File: src/ndw_pkg.sv
`timescale 1ns / 1ps
package ndw_pkg;

  localparam int CHAR_W  = 8;
  localparam int KIND_W  = 2;
  localparam int DEPTH_W = 20;
  localparam int ANG_W   = 12;
  localparam int SPD_W   = 16;
  localparam int INT_W   = 20;
  localparam int MILLI_W = 10;
  localparam int MSPD_W  = 30;
  localparam int FLD_W   = 3;
  localparam int MIN_LEN = 6;

  // fixed-point reciprocal divide: q = (m * K) >> QSH, exact for clamped m
  localparam int MW  = 27;
  localparam int KW  = 31;
  localparam int QSH = 36;
  localparam int PW  = MW + KW;
  localparam int QW  = PW - QSH;

  localparam longint unsigned KL_C100 = ((64'd1 << QSH) + 64'd99) / 64'd100;
  localparam longint unsigned KL_KMH  = ((64'd5 << QSH) + 64'd925) / 64'd926;
  localparam longint unsigned KL_MS   = ((64'd243 << QSH) + 64'd12499) / 64'd12500;
  localparam logic [KW-1:0] K_C100 = KW'(KL_C100);
  localparam logic [KW-1:0] K_KMH  = KW'(KL_KMH);
  localparam logic [KW-1:0] K_MS   = KW'(KL_MS);

  localparam logic [INT_W-1:0]   INT_SAT   = 20'hFFFFF;
  localparam logic [ANG_W-1:0]   ANG_SAT   = 12'hFFF;
  localparam logic [DEPTH_W-1:0] DEPTH_SAT = 20'hFFFFF;
  localparam logic [SPD_W-1:0]   SPD_SAT   = 16'hFFFF;

  // sentence type
  localparam logic [1:0] TY_PEND = 2'd0;
  localparam logic [1:0] TY_DBT  = 2'd1;
  localparam logic [1:0] TY_MWV  = 2'd2;
  localparam logic [1:0] TY_BAD  = 2'd3;

  // number flags
  localparam int FB_ACT = 0;
  localparam int FB_NEG = 1;
  localparam int FB_PNT = 2;
  localparam logic [2:0] FL_NONE   = 3'b000;
  localparam logic [2:0] FL_ACTIVE = 3'b001;
  localparam logic [2:0] FL_STAR   = 3'b010;

  // field numbers
  localparam logic [FLD_W-1:0] FLD_NONE   = 3'd0;
  localparam logic [FLD_W-1:0] FLD_ANGLE  = 3'd1;
  localparam logic [FLD_W-1:0] FLD_REF    = 3'd2;
  localparam logic [FLD_W-1:0] FLD_SPEED  = 3'd3;
  localparam logic [FLD_W-1:0] FLD_UNITS  = 3'd4;
  localparam logic [FLD_W-1:0] FLD_STATUS = 3'd5;
  localparam logic [FLD_W-1:0] FLD_LAST   = 3'd7;

  // result kind
  localparam logic [KIND_W-1:0] KIND_DEPTH = 2'd0;
  localparam logic [KIND_W-1:0] KIND_APP   = 2'd1;
  localparam logic [KIND_W-1:0] KIND_TRUE  = 2'd2;

  // divider select
  localparam logic [1:0] DS_C100 = 2'd0;
  localparam logic [1:0] DS_KMH  = 2'd1;
  localparam logic [1:0] DS_MS   = 2'd2;

  localparam logic [CHAR_W-1:0] CH_NUL    = 8'h00;
  localparam logic [CHAR_W-1:0] CH_DOLLAR = 8'h24;
  localparam logic [CHAR_W-1:0] CH_STAR   = 8'h2A;
  localparam logic [CHAR_W-1:0] CH_PLUS   = 8'h2B;
  localparam logic [CHAR_W-1:0] CH_COMMA  = 8'h2C;
  localparam logic [CHAR_W-1:0] CH_MINUS  = 8'h2D;
  localparam logic [CHAR_W-1:0] CH_DOT    = 8'h2E;
  localparam logic [CHAR_W-1:0] CH_ZERO   = 8'h30;
  localparam logic [CHAR_W-1:0] CH_NINE   = 8'h39;
  localparam logic [CHAR_W-1:0] CH_A      = 8'h41;
  localparam logic [CHAR_W-1:0] CH_B      = 8'h42;
  localparam logic [CHAR_W-1:0] CH_D      = 8'h44;
  localparam logic [CHAR_W-1:0] CH_K      = 8'h4B;
  localparam logic [CHAR_W-1:0] CH_M      = 8'h4D;
  localparam logic [CHAR_W-1:0] CH_R      = 8'h52;
  localparam logic [CHAR_W-1:0] CH_T      = 8'h54;
  localparam logic [CHAR_W-1:0] CH_V      = 8'h56;
  localparam logic [CHAR_W-1:0] CH_W      = 8'h57;
  localparam logic [CHAR_W-1:0] CH_LK     = 8'h6B;
  localparam logic [CHAR_W-1:0] CH_LM     = 8'h6D;

endpackage

File: src/ndw_in_if.sv
`timescale 1ns / 1ps
interface ndw_in_if;
  import ndw_pkg::*;

  logic              valid;
  logic              ready;
  logic [CHAR_W-1:0] char_in;
  logic              last_char;

  modport source (output valid, output char_in, output last_char, input ready);
  modport sink (input valid, input char_in, input last_char, output ready);
endinterface

File: src/ndw_out_if.sv
`timescale 1ns / 1ps
interface ndw_out_if;
  import ndw_pkg::*;

  logic               valid;
  logic               ready;
  logic [KIND_W-1:0]  result_kind;
  logic [DEPTH_W-1:0] depth_tenths_m;
  logic [ANG_W-1:0]   wind_angle_deg;
  logic [SPD_W-1:0]   wind_speed_tenths_kn;

  modport source (output valid, output result_kind, output depth_tenths_m,
                  output wind_angle_deg, output wind_speed_tenths_kn, input ready);
  modport sink (input valid, input result_kind, input depth_tenths_m,
                input wind_angle_deg, input wind_speed_tenths_kn, output ready);
endinterface

File: src/nmea_depth_wind_parser.sv
`timescale 1ns / 1ps
// Channel   Dir  Handshake        Payload
// in_bus    in   valid / ready    char_in[7:0], last_char
// out_bus   out  valid / ready    result_kind[1:0], depth_tenths_m[19:0],
//                                 wind_angle_deg[11:0], wind_speed_tenths_kn[15:0]
//
// One byte per cycle while in_bus.ready is high. A request on the final byte passes the
// clamp stage, 27x31 reciprocal multiply and saturate stage before it shows on out_bus.
// Reset is synchronous on rst_n and clears the parser and all valid bits.
// The four result registers collapse bubbles; in_bus.ready drops only while all
// of them hold results and out_bus is stalled.
module nmea_depth_wind_parser #(
  parameter int MAX_SENTENCE_LEN = 100
) (
  input logic       clk,
  input logic       rst_n,
  ndw_in_if.sink    in_bus,
  ndw_out_if.source out_bus
);
  import ndw_pkg::*;

  localparam int PosW = $clog2(MAX_SENTENCE_LEN + 1);
  localparam logic [PosW-1:0] PosMax  = PosW'(MAX_SENTENCE_LEN);
  localparam logic [PosW-1:0] PosMin  = PosW'(MIN_LEN);
  localparam logic [PosW-1:0] PosOne  = PosW'(1);
  localparam logic [PosW-1:0] PosTyA  = PosW'(3);
  localparam logic [PosW-1:0] PosTyB  = PosW'(4);
  localparam logic [PosW-1:0] PosTyC  = PosW'(5);

  typedef struct packed {
    logic [2:0]         flg;
    logic [ANG_W-1:0]   ang;
    logic [MSPD_W-1:0]  spd;
  } fin_t;

  typedef struct packed {
    logic [KIND_W-1:0]  kind;
    logic [1:0]         dsel;
    logic [ANG_W-1:0]   ang;
    logic               usep;
    logic               neg;
    logic [INT_W-1:0]   ip;
    logic [MILLI_W-1:0] mp;
    logic [MSPD_W-1:0]  spd;
  } rec_t;

  function automatic logic [ANG_W-1:0] ang_sat(input logic [INT_W-1:0] ip);
    return (ip > INT_W'(ANG_SAT)) ? ANG_SAT : ip[ANG_W-1:0];
  endfunction

  function automatic logic [MSPD_W-1:0] spd_of(input logic [INT_W-1:0] ip,
                                               input logic [MILLI_W-1:0] mp);
    return (MSPD_W'(ip) * MSPD_W'(1000)) + MSPD_W'(mp);
  endfunction

  function automatic fin_t num_fin(input logic [2:0] f, input logic [FLD_W-1:0] fld,
                                   input logic [INT_W-1:0] ip,
                                   input logic [MILLI_W-1:0] mp,
                                   input logic [ANG_W-1:0] ang,
                                   input logic [MSPD_W-1:0] spd);
    fin_t r;
    r.flg = f;
    r.ang = ang;
    r.spd = spd;
    if (f[FB_ACT]) begin
      r.flg = FL_NONE;
      if (fld == FLD_ANGLE) begin
        r.ang = f[FB_NEG] ? '0 : ang_sat(ip);
      end else begin
        r.spd = f[FB_NEG] ? '0 : spd_of(ip, mp);
      end
    end
    return r;
  endfunction

  function automatic logic [MILLI_W-1:0] frac_f(input logic [1:0] n, input logic [3:0] d);
    logic [MILLI_W-1:0] r;
    case (n)
      2'd0:    r = MILLI_W'(d) * MILLI_W'(100);
      2'd1:    r = MILLI_W'(d) * MILLI_W'(10);
      default: r = MILLI_W'(d);
    endcase
    return r;
  endfunction

  // parser state
  logic [PosW-1:0]    pos_r,  pos_nxt;
  logic [1:0]         typ_r,  typ_nxt;
  logic [FLD_W-1:0]   fld_r,  fld_nxt;
  logic               fst_r,  fst_nxt;
  logic [INT_W-1:0]   ip_r,   ip_nxt;
  logic [MILLI_W-1:0] mp_r,   mp_nxt;
  logic [1:0]         fcn_r,  fcn_nxt;
  logic [2:0]         flg_r,  flg_nxt;
  logic [ANG_W-1:0]   ang_r,  ang_nxt;
  logic [MSPD_W-1:0]  spd_r,  spd_nxt;
  logic               refr_r, refr_nxt;
  logic [1:0]         ucl_r,  ucl_nxt;
  logic               sta_r,  sta_nxt;

  logic [CHAR_W-1:0]  c;
  logic [3:0]         d;
  logic               dig;
  logic               go;
  logic               frst;
  logic               stp;
  logic [INT_W+3:0]   iv;
  fin_t               nf;
  logic               res_dep;
  logic               res_wnd;
  logic               rec_ok;
  rec_t               rec_nxt;

  // pipeline
  logic               v1_r, v2_r, v3_r, ov_r;
  logic               rdy1, rdy2, rdy3, rdy_o;
  logic               acc;
  rec_t               rec_r;
  logic [MSPD_W-1:0]  m30;
  logic [MW-1:0]      m_nxt;
  logic [MW-1:0]      m2_r;
  logic [1:0]         ds2_r;
  logic [KIND_W-1:0]  kind2_r, kind3_r;
  logic [ANG_W-1:0]   ang2_r,  ang3_r;
  logic [KW-1:0]      kv;
  logic [PW-1:0]      prod;
  logic [QW-1:0]      q3_r;
  logic [KIND_W-1:0]  okind_r;
  logic [DEPTH_W-1:0] odep_r, odep_nxt;
  logic [ANG_W-1:0]   oang_r, oang_nxt;
  logic [SPD_W-1:0]   ospd_r, ospd_nxt;

  assign rdy_o = !ov_r || out_bus.ready;
  assign rdy3  = !v3_r || rdy_o;
  assign rdy2  = !v2_r || rdy3;
  assign rdy1  = !v1_r || rdy2;
  assign acc   = in_bus.valid && rdy1;
  assign in_bus.ready = rdy1;

  always_comb begin
    pos_nxt  = pos_r;
    typ_nxt  = typ_r;
    fld_nxt  = fld_r;
    fst_nxt  = fst_r;
    ip_nxt   = ip_r;
    mp_nxt   = mp_r;
    fcn_nxt  = fcn_r;
    flg_nxt  = flg_r;
    ang_nxt  = ang_r;
    spd_nxt  = spd_r;
    refr_nxt = refr_r;
    ucl_nxt  = ucl_r;
    sta_nxt  = sta_r;
    c        = in_bus.char_in;
    d        = c[3:0];
    dig      = (c >= CH_ZERO) && (c <= CH_NINE);
    go       = (pos_r < PosMax) && (typ_r != TY_BAD);
    frst     = 1'b0;
    stp      = 1'b0;
    iv       = '0;
    nf       = '0;
    if (go) begin
      if (c == CH_NUL) begin
        if (pos_r < PosMin) begin
          typ_nxt = TY_BAD;
        end
        nf      = num_fin(flg_nxt, fld_nxt, ip_nxt, mp_nxt, ang_nxt, spd_nxt);
        flg_nxt = nf.flg;
        ang_nxt = nf.ang;
        spd_nxt = nf.spd;
        pos_nxt = PosMax;
      end else if (pos_r == '0) begin
        if (c != CH_DOLLAR) begin
          typ_nxt = TY_BAD;
        end
        pos_nxt = PosOne;
      end else begin
        if (pos_r == PosTyA) begin
          if (c == CH_D) begin
            typ_nxt = TY_DBT;
          end else if (c == CH_M) begin
            typ_nxt = TY_MWV;
          end else begin
            typ_nxt = TY_BAD;
          end
        end else if (pos_r == PosTyB && c != ((typ_nxt == TY_DBT) ? CH_B : CH_W)) begin
          typ_nxt = TY_BAD;
        end else if (pos_r == PosTyC && c != ((typ_nxt == TY_DBT) ? CH_T : CH_V)) begin
          typ_nxt = TY_BAD;
        end
        if (typ_nxt != TY_BAD) begin
          frst = fst_r;
          if (frst) begin
            fst_nxt = 1'b0;
            case (fld_nxt)
              FLD_ANGLE, FLD_SPEED: begin
                ip_nxt  = '0;
                mp_nxt  = '0;
                fcn_nxt = '0;
                flg_nxt = FL_ACTIVE;
                if (fld_nxt == FLD_SPEED && typ_nxt == TY_DBT && c != CH_COMMA) begin
                  fld_nxt = FLD_UNITS;
                end
              end
              FLD_REF: refr_nxt = (c == CH_R);
              FLD_UNITS: begin
                if (c == CH_K || c == CH_LK) begin
                  ucl_nxt = DS_KMH;
                end else if (c == CH_M || c == CH_LM) begin
                  ucl_nxt = DS_MS;
                end else begin
                  ucl_nxt = DS_C100;
                end
              end
              FLD_STATUS: sta_nxt = (c == CH_A);
              default: ;
            endcase
          end
          if (flg_nxt[FB_ACT]) begin
            if (frst && (c == CH_PLUS || c == CH_MINUS)) begin
              if (c == CH_MINUS) begin
                flg_nxt[FB_NEG] = 1'b1;
              end
            end else if (dig) begin
              if (!flg_nxt[FB_PNT]) begin
                iv = {1'b0, ip_nxt, 3'b000} + {3'b000, ip_nxt, 1'b0} + {20'd0, d};
                ip_nxt = (iv > (INT_W + 4)'(INT_SAT)) ? INT_SAT : iv[INT_W-1:0];
              end else if (fcn_nxt != 2'd3) begin
                mp_nxt  = mp_nxt + frac_f(fcn_nxt, d);
                fcn_nxt = fcn_nxt + 2'd1;
              end
            end else if (c == CH_DOT && !flg_nxt[FB_PNT]) begin
              flg_nxt[FB_PNT] = 1'b1;
            end else begin
              nf      = num_fin(flg_nxt, fld_nxt, ip_nxt, mp_nxt, ang_nxt, spd_nxt);
              flg_nxt = nf.flg;
              ang_nxt = nf.ang;
              spd_nxt = nf.spd;
            end
          end
          if (c == CH_COMMA) begin
            if (!(typ_nxt == TY_DBT && fld_nxt >= FLD_SPEED)) begin
              if (fld_nxt != FLD_LAST) begin
                fld_nxt = fld_nxt + FLD_W'(1);
              end
              fst_nxt = 1'b1;
            end
          end else if (c == CH_STAR && fld_nxt != FLD_NONE) begin
            if (typ_nxt == TY_MWV && pos_r >= PosTyA) begin
              stp = 1'b1;
            end else if (pos_r < PosTyA) begin
              flg_nxt = FL_STAR;
            end
          end
          if (!stp && pos_r == PosTyC && typ_nxt == TY_MWV && flg_nxt == FL_STAR) begin
            stp = 1'b1;
          end
          pos_nxt = stp ? PosMax : pos_r + PosOne;
        end
      end
    end

    res_dep = (pos_nxt >= PosMin) && (typ_nxt == TY_DBT) && (fld_nxt == FLD_UNITS);
    res_wnd = (pos_nxt >= PosMin) && (typ_nxt == TY_MWV) && sta_nxt;
    rec_ok  = in_bus.last_char && (res_dep || res_wnd);

    rec_nxt.kind = res_dep ? KIND_DEPTH : (refr_nxt ? KIND_APP : KIND_TRUE);
    rec_nxt.dsel = res_dep ? DS_C100 : ucl_nxt;
    rec_nxt.ang  = (flg_nxt[FB_ACT] && fld_nxt == FLD_ANGLE) ?
                   (flg_nxt[FB_NEG] ? '0 : ang_sat(ip_nxt)) : ang_nxt;
    rec_nxt.usep = flg_nxt[FB_ACT] && (fld_nxt != FLD_ANGLE);
    rec_nxt.neg  = flg_nxt[FB_NEG];
    rec_nxt.ip   = ip_nxt;
    rec_nxt.mp   = mp_nxt;
    rec_nxt.spd  = spd_nxt;

    if (in_bus.last_char) begin
      pos_nxt  = '0;
      typ_nxt  = TY_PEND;
      fld_nxt  = FLD_NONE;
      fst_nxt  = 1'b0;
      ip_nxt   = '0;
      mp_nxt   = '0;
      fcn_nxt  = '0;
      flg_nxt  = FL_NONE;
      ang_nxt  = '0;
      spd_nxt  = '0;
      refr_nxt = 1'b1;
      ucl_nxt  = DS_C100;
      sta_nxt  = 1'b0;
    end
  end

  always_ff @(posedge clk) begin
    if (!rst_n) begin
      pos_r  <= '0;
      typ_r  <= TY_PEND;
      fld_r  <= FLD_NONE;
      fst_r  <= 1'b0;
      ip_r   <= '0;
      mp_r   <= '0;
      fcn_r  <= '0;
      flg_r  <= FL_NONE;
      ang_r  <= '0;
      spd_r  <= '0;
      refr_r <= 1'b1;
      ucl_r  <= DS_C100;
      sta_r  <= 1'b0;
    end else if (acc) begin
      pos_r  <= pos_nxt;
      typ_r  <= typ_nxt;
      fld_r  <= fld_nxt;
      fst_r  <= fst_nxt;
      ip_r   <= ip_nxt;
      mp_r   <= mp_nxt;
      fcn_r  <= fcn_nxt;
      flg_r  <= flg_nxt;
      ang_r  <= ang_nxt;
      spd_r  <= spd_nxt;
      refr_r <= refr_nxt;
      ucl_r  <= ucl_nxt;
      sta_r  <= sta_nxt;
    end
  end

  // clamp the milli value to the range where the reciprocal is exact
  always_comb begin
    m30 = rec_r.usep ? (rec_r.neg ? '0 : spd_of(rec_r.ip, rec_r.mp)) : rec_r.spd;
    case (rec_r.dsel)
      DS_KMH:  m_nxt = (|m30[MSPD_W-1:24]) ? MW'(24'hFFFFFF) : MW'(m30[23:0]);
      DS_MS:   m_nxt = (|m30[MSPD_W-1:22]) ? MW'(22'h3FFFFF) : MW'(m30[21:0]);
      default: m_nxt = (|m30[MSPD_W-1:MW]) ? '1 : m30[MW-1:0];
    endcase
  end

  always_comb begin
    case (ds2_r)
      DS_KMH:  kv = K_KMH;
      DS_MS:   kv = K_MS;
      default: kv = K_C100;
    endcase
    prod = {{KW{1'b0}}, m2_r} * {{MW{1'b0}}, kv};
  end

  always_comb begin
    if (kind3_r == KIND_DEPTH) begin
      odep_nxt = (q3_r > QW'(DEPTH_SAT)) ? DEPTH_SAT : q3_r[DEPTH_W-1:0];
      oang_nxt = '0;
      ospd_nxt = '0;
    end else begin
      odep_nxt = '0;
      oang_nxt = ang3_r;
      ospd_nxt = (|q3_r[QW-1:SPD_W]) ? SPD_SAT : q3_r[SPD_W-1:0];
    end
  end

  always_ff @(posedge clk) begin
    if (!rst_n) begin
      v1_r <= 1'b0;
      v2_r <= 1'b0;
      v3_r <= 1'b0;
      ov_r <= 1'b0;
    end else begin
      if (rdy1) begin
        v1_r <= acc && rec_ok;
      end
      if (rdy2) begin
        v2_r <= v1_r;
      end
      if (rdy3) begin
        v3_r <= v2_r;
      end
      if (rdy_o) begin
        ov_r <= v3_r;
      end
    end
  end

  always_ff @(posedge clk) begin
    if (rdy1) begin
      rec_r <= rec_nxt;
    end
    if (rdy2) begin
      m2_r    <= m_nxt;
      ds2_r   <= rec_r.dsel;
      kind2_r <= rec_r.kind;
      ang2_r  <= rec_r.ang;
    end
    if (rdy3) begin
      q3_r    <= prod[PW-1:QSH];
      kind3_r <= kind2_r;
      ang3_r  <= ang2_r;
    end
    if (rdy_o) begin
      okind_r <= kind3_r;
      odep_r  <= odep_nxt;
      oang_r  <= oang_nxt;
      ospd_r  <= ospd_nxt;
    end
  end

  assign out_bus.valid                = ov_r;
  assign out_bus.result_kind          = okind_r;
  assign out_bus.depth_tenths_m       = odep_r;
  assign out_bus.wind_angle_deg       = oang_r;
  assign out_bus.wind_speed_tenths_kn = ospd_r;

endmodule
File: src/flat_wrapper.sv
// flat-port wrapper written by rule: the top's interface ports become plain ports
module nmea_depth_wind_parser_flat import ndw_pkg::*;
#(
  parameter int MAX_SENTENCE_LEN = 100
)
  (clk, rst_n, in_bus_valid, in_bus_char_in, in_bus_last_char, in_bus_ready, out_bus_valid, out_bus_result_kind, out_bus_depth_tenths_m, out_bus_wind_angle_deg, out_bus_wind_speed_tenths_kn, out_bus_ready);
  ndw_in_if in_bus_i ();
  ndw_out_if out_bus_i ();
  input logic clk;
  input logic rst_n;
  input wire logic [$bits(in_bus_i.valid)-1:0] in_bus_valid;
  input wire logic [$bits(in_bus_i.char_in)-1:0] in_bus_char_in;
  input wire logic [$bits(in_bus_i.last_char)-1:0] in_bus_last_char;
  output wire logic [$bits(in_bus_i.ready)-1:0] in_bus_ready;
  output wire logic [$bits(out_bus_i.valid)-1:0] out_bus_valid;
  output wire logic [$bits(out_bus_i.result_kind)-1:0] out_bus_result_kind;
  output wire logic [$bits(out_bus_i.depth_tenths_m)-1:0] out_bus_depth_tenths_m;
  output wire logic [$bits(out_bus_i.wind_angle_deg)-1:0] out_bus_wind_angle_deg;
  output wire logic [$bits(out_bus_i.wind_speed_tenths_kn)-1:0] out_bus_wind_speed_tenths_kn;
  input wire logic [$bits(out_bus_i.ready)-1:0] out_bus_ready;
  assign in_bus_i.valid = in_bus_valid;
  assign in_bus_i.char_in = in_bus_char_in;
  assign in_bus_i.last_char = in_bus_last_char;
  assign in_bus_ready = in_bus_i.ready;
  assign out_bus_valid = out_bus_i.valid;
  assign out_bus_result_kind = out_bus_i.result_kind;
  assign out_bus_depth_tenths_m = out_bus_i.depth_tenths_m;
  assign out_bus_wind_angle_deg = out_bus_i.wind_angle_deg;
  assign out_bus_wind_speed_tenths_kn = out_bus_i.wind_speed_tenths_kn;
  assign out_bus_i.ready = out_bus_ready;
  nmea_depth_wind_parser #(.MAX_SENTENCE_LEN(MAX_SENTENCE_LEN)) u_core (.clk(clk), .rst_n(rst_n), .in_bus(in_bus_i), .out_bus(out_bus_i));
endmodule
File: config.mk
export PLATFORM = sky130hd
export DESIGN_NAME = nmea_depth_wind_parser_flat
export DESIGN_NICKNAME = d
export VERILOG_FILES = /design/src/ndw_pkg.sv /design/src/ndw_in_if.sv /design/src/ndw_out_if.sv /design/src/nmea_depth_wind_parser.sv /design/src/flat_wrapper.sv
export SDC_FILE = /design/constraint.sdc
export NUM_CORES = 2
export LEC_CHECK = 0
export ABC_AREA = 0
export BUFFER_PORTS_ARGS = -buffer_cell sky130_fd_sc_hd__buf_4
export CELL_PAD_IN_SITES_DETAIL_PLACEMENT = 1
export CELL_PAD_IN_SITES_GLOBAL_PLACEMENT = 1
export CORE_UTILIZATION = 39
export DETAILED_ROUTE_END_ITERATION = 8
export GPL_ROUTABILITY_DRIVEN = 0
export PLACE_DENSITY_LB_ADDON = 0.1
export SLEW_MARGIN = 20
export SYNTH_ARGS = -nofsm -noshare
export SYNTH_HDL_FRONTEND = slang
export SYNTH_SLANG_ARGS = --single-unit
export TNS_END_PERCENT = 10
File: constraint.sdc
create_clock -name clk -period 23.7 [get_ports clk]
set_input_delay 4.74 -clock clk [delete_from_list [all_inputs] [get_ports clk]]
set_output_delay 4.74 -clock clk [all_outputs]
set_load 0.02 [all_outputs]
== Word level (Yosys, flattened, before mapping) ==
Cells that the tools add are included.

* Add/sub/neg operators: 9
* $mul: 6
* $lt $le $gt $ge: 13
* Equality and inequality tests: 47
* Multiplexer cells: 206
* Reductions and logical operators: 52

{| class="wikitable"
|+ Operator list
! operator !! count
|-
| $mux W30 || 15
|-
| $mux W20 || 17
|-
| $mux W10 || 25
|-
| $mux W12 || 18
|-
| $mux W3 || 36
|-
| $add A30 B10 Y30 || 3
|-
| $mux W2 || 41
|-
| $mul A20 B7 Y27 const B || 3
|-
| $pmux W31 S2 || 1
|-
| $gt A20 B12 Y1 const B || 3
|-
| $mul A27 B31 Y58 || 1
|-
| $eq A8 B7 Y1 const B || 7
|-
| $pmux W27 S2 || 1
|-
| $mux W45 || 1
|-
| $mux W7 || 6
|-
| $eq A8 B6 Y1 const B || 5
|-
| $mux W1 || 39
|-
| $mux W27 || 1
|-
| $add A23 B21 Y24 || 1
|-
| $add A24 B4 Y24 || 1
|-
| $gt A24 B20 Y1 const B || 1
|-
| $mux W24 || 1
|-
| $logic_and A1 B1 Y1 || 23
|-
| $gt A22 B20 Y1 const B || 1
|-
| other kinds (43) || 82
|}

* Register bits after elaboration: 305
* Input port bits: 13
* Output and inout port bits: 52
* Logic and storage cells: 370

== Depth between registers and ports, before layout ==
* Depth after elaboration: 48
* Depth in mapped cells: 31
* Mapped depth without buffers: 29

== Worst setup path after synthesis ==
OpenSTA, ideal clock, no wires.

* Kind: in2out
* From: in out_bus_ready
* To: out in_bus_ready
* Arrival time: 7.410 ns
* Data required time: 18.960 ns
* Path slack: 11.550 ns
* Stages on the path: 2
* Buffers on the path: 0
* Cells stage by stage: nor2b_1 > nand4_1

* Word-level cells in the longest chain between the ends: 4

{| class="wikitable"
|+ RTL lines
! item !! line !! source
|-
| start, declared || flat_wrapper.sv:20 || <nowiki>input wire logic [$bits(out_bus_i.ready)-1:0] out_bus_ready;</nowiki>
|-
| $logic_or A1 B1 Y1 || nmea_depth_wind_parser.sv:133 || <nowiki>assign rdy_o = !ov_r || out_bus.ready;</nowiki>
|-
| $logic_or A1 B1 Y1 || nmea_depth_wind_parser.sv:134 || <nowiki>assign rdy3 = !v3_r || rdy_o;</nowiki>
|-
| $logic_or A1 B1 Y1 || nmea_depth_wind_parser.sv:135 || <nowiki>assign rdy2 = !v2_r || rdy3;</nowiki>
|-
| $logic_or A1 B1 Y1 || nmea_depth_wind_parser.sv:136 || <nowiki>assign rdy1 = !v1_r || rdy2;</nowiki>
|-
| end, declared || flat_wrapper.sv:14 || <nowiki>output wire logic [$bits(in_bus_i.ready)-1:0] in_bus_ready;</nowiki>
|}

No other way between the ends.

== Final worst setup path ==
Ends and elaborated chain as after synthesis.

==> out/metrics.csv <==
stage,metric,value,unit
timing,fmax,0.0931,GHz
setup_path,crit_required,18.96,ns
layout,multi_input_area,36600,sq um
floorplan,die_area,128000,sq um
floorplan,die_y,357,um
synthesis,ys_seq_elements,305,
floorplan,core-area,125000,sq um
grt,grt_pass1_vias,39900,
route,routed-via-count,36800,
synthesis,syn_nets,6477,
layout,area_growth,7.38,%
run_status,status,"finished, final reports clean",
clocking,cts_buffers,36,
clocking,cts_resized,0,
layout,final_common_cell,inv_1,
synthesis,async_reset_ff_share,0,%
layout,antenna_cells,0,
flow_run,drv_cap,0,
timing,worstMarginPinSlew,1.10,ns
synthesis,yosys_warnings,0,
timing,fin_crit,10.74,ns
synthesis,synth.distinct_cells,106,
timing,hold_viol_final,0,
route,drt-wirelength-per-cell,23.9,um
synthesis,yosysTopAreaCellShare,31.2,%
synthesis,avgSynthCellArea,9.65,sq um
clocking,h-tree-depth,2,
clocking,clkSlewWorstSetupHoldPaths,0.06,ns
floorplan,pin_count,65,
setup_path,worstRegToRegCells,24,
pwr,ir_drop,0.0402,mV
grt,grt_max_degree,65,
clocking,cts_hold_buffers,0,
synthesis,synth_enable_flop_cells,207,
setup_path,end_kind,output port,
timing,slew_headroom,26.6,%
clocking,cts_sinks,305,
timing,rsz0062_at_grt,no,
grt,overflow,0,
grt,grt_pass1_wl,248000,um
setup_path,startpoint_type,input pin,
pwr,p_per_area,23.0,nW/um^2
synthesis,synth_flop_cell,edfxtp_1,
setup_path,cp_max_fo,6,
timing,skew,0.0193,ns
timing,holdWs,0.413,ns
route,via_per_inst,5.41,
floorplan,initial_utilization,39.3,%
min_path,hold_class,reg2reg,
clocking,clkLatencyLatePin,0.57,ns
setup_path,critPathKind,in2out,
place,dp_cells,6734,
route,drc,0,
clocking,post-cts-setup-buffers,0,
layout,final_layout_size_suffix_gt1_share,4.62,%
grt,grt_use_total,25.7,%
synthesis,synthTopCellsByArea,"fa_1, ha_1, edfxtp_1, inv_1, dfxtp_1",
timing,finalSetupTns,0,ns
layout,layout.cells.non_filler,6801,
layout,num-fill-cells,14300,
synthesis,ys_seq_area_share,16.6,%
setup_path,cp.arrival,6.00,ns
synthesis,syn_area,49200,sq um
layout,fin_nets,6497,
floorplan,die_w,357,um
route,wl,162000,um
clocking,cts_root_buf,clkbuf_16,
grt,antenna_found_initial,1,
route,first_pass_iters,6,
floorplan,std_cell_rows,130,
clocking,cts.path.max_buffers,3,
clocking,cts_tree,built,
timing,setup_viol,0,
min_path,hold_depth,0,
place,hpwl,138000,um
place,place.port_buffers,64,
layout,seq_area,8180,sq um
layout,mostFrequentLayoutCells,"inv_1, fa_1, ha_1",
timing,final_max_slew_viol_count,0,
timing,final.period_utilization,45.3,%
pwr,p_leak,0.0269,uW
synthesis,synth_top_area_cell,fa_1,
route,drt_iter0_markers,2164,
route,ant_nets,0,
synthesis,netlist_instances,5103,
-- layer usage --
layer	track usage (%)	vias up	part of all wire [%]
met5	0	-	0
met4	6.57	0	2.7
met3	1.67	144	2.6
met2	46.9	589	52
met1	32.9	19100	43
li1	-	17000	-
-- flip-flops by register name (all words and copies together) (netlist names), 16 cells and up --
signal	cells
u_core.rec_r	78
u_core.spd_r	30
u_core.ip_r	20
u_core.q3_r	22
u_core.m2_r	27
u_core.out_bus.depth_tenths_m	20
u_core.out_bus.wind_speed_tenths_kn	16
-- cells in the mapped netlist, types with 81 or more instances --
cell      count
and2_1       88
ha_1        593
dfxtp_1      98
a21oi_1     199
edfxtp_1    207
nor2_1      277
nand2_1     283
o21ai_0     148
nor3_1       81
xnor2_1     114
clkbuf_1    128
inv_1      1035
nor2b_1      84
fa_1        768
-- cell type report --
class / instances / area share (%)
well taps: 1650 / 3.90
clock buffers: 48 / 1.81
clock inverters: 18 / 0.308
repair buffers: 130 / 1.87
flip-flops and latches: 305 / 15.5
inverters: 1036 / 7.35
multi-input cells: 3614 / 69.3
-- path summary, 6_finish.rpt --
path                         start                to  slack [ns]
setup / recovery     out_bus_ready      in_bus_ready       12.96
hold reg to reg   u_core.ang2_r[8]  u_core.ang3_r[8]        0.41
hold / removal    u_core.ang2_r[8]  u_core.ang3_r[8]        0.41
setup reg to reg   u_core.ds2_r[0]   u_core.q3_r[19]       14.78
-- cells by family after synthesis --
group	Yosys count	synth area share (%)
fa+ha+maj	1361	46.3
buf+inv	1184	9.11
simple gates	1127	11.4
compound gates	925	12.9
flops	305	16.6
xor+xnor	177	3.15
mux	24	0.495
-- report_power, final --
group | internal (uW) | switching (uW) | leakage, uW
Clock | 301 | 245 | 0.000547
Sequential | 565 | 3.29 | 0.00332
Combinational | 34.0 | 66.7 | 0.0230
-- worst max-delay path, cell delays in order --
cell and delay, ns:
buf_4 0.11, nor2b_1 0.46, nand4_1 0.24, buf_4 0.27
buf_4 0.18
-- through the flow --
stage	utilization [%]	power, uW	cell area [sq um]	worst slack (ns)
2_1_floorplan	-	643	49200	11.55
3_3_place_gp	41.2	679	51700	13.05
3_5_place_dp	41.2	680	51700	13.02
4_1_cts	42.1	1230	52800	13.01
5_1_grt	42.2	1250	52900	12.88
6_report	42.2	1220	52900	12.96
Power figures use the tool's default switching activity.
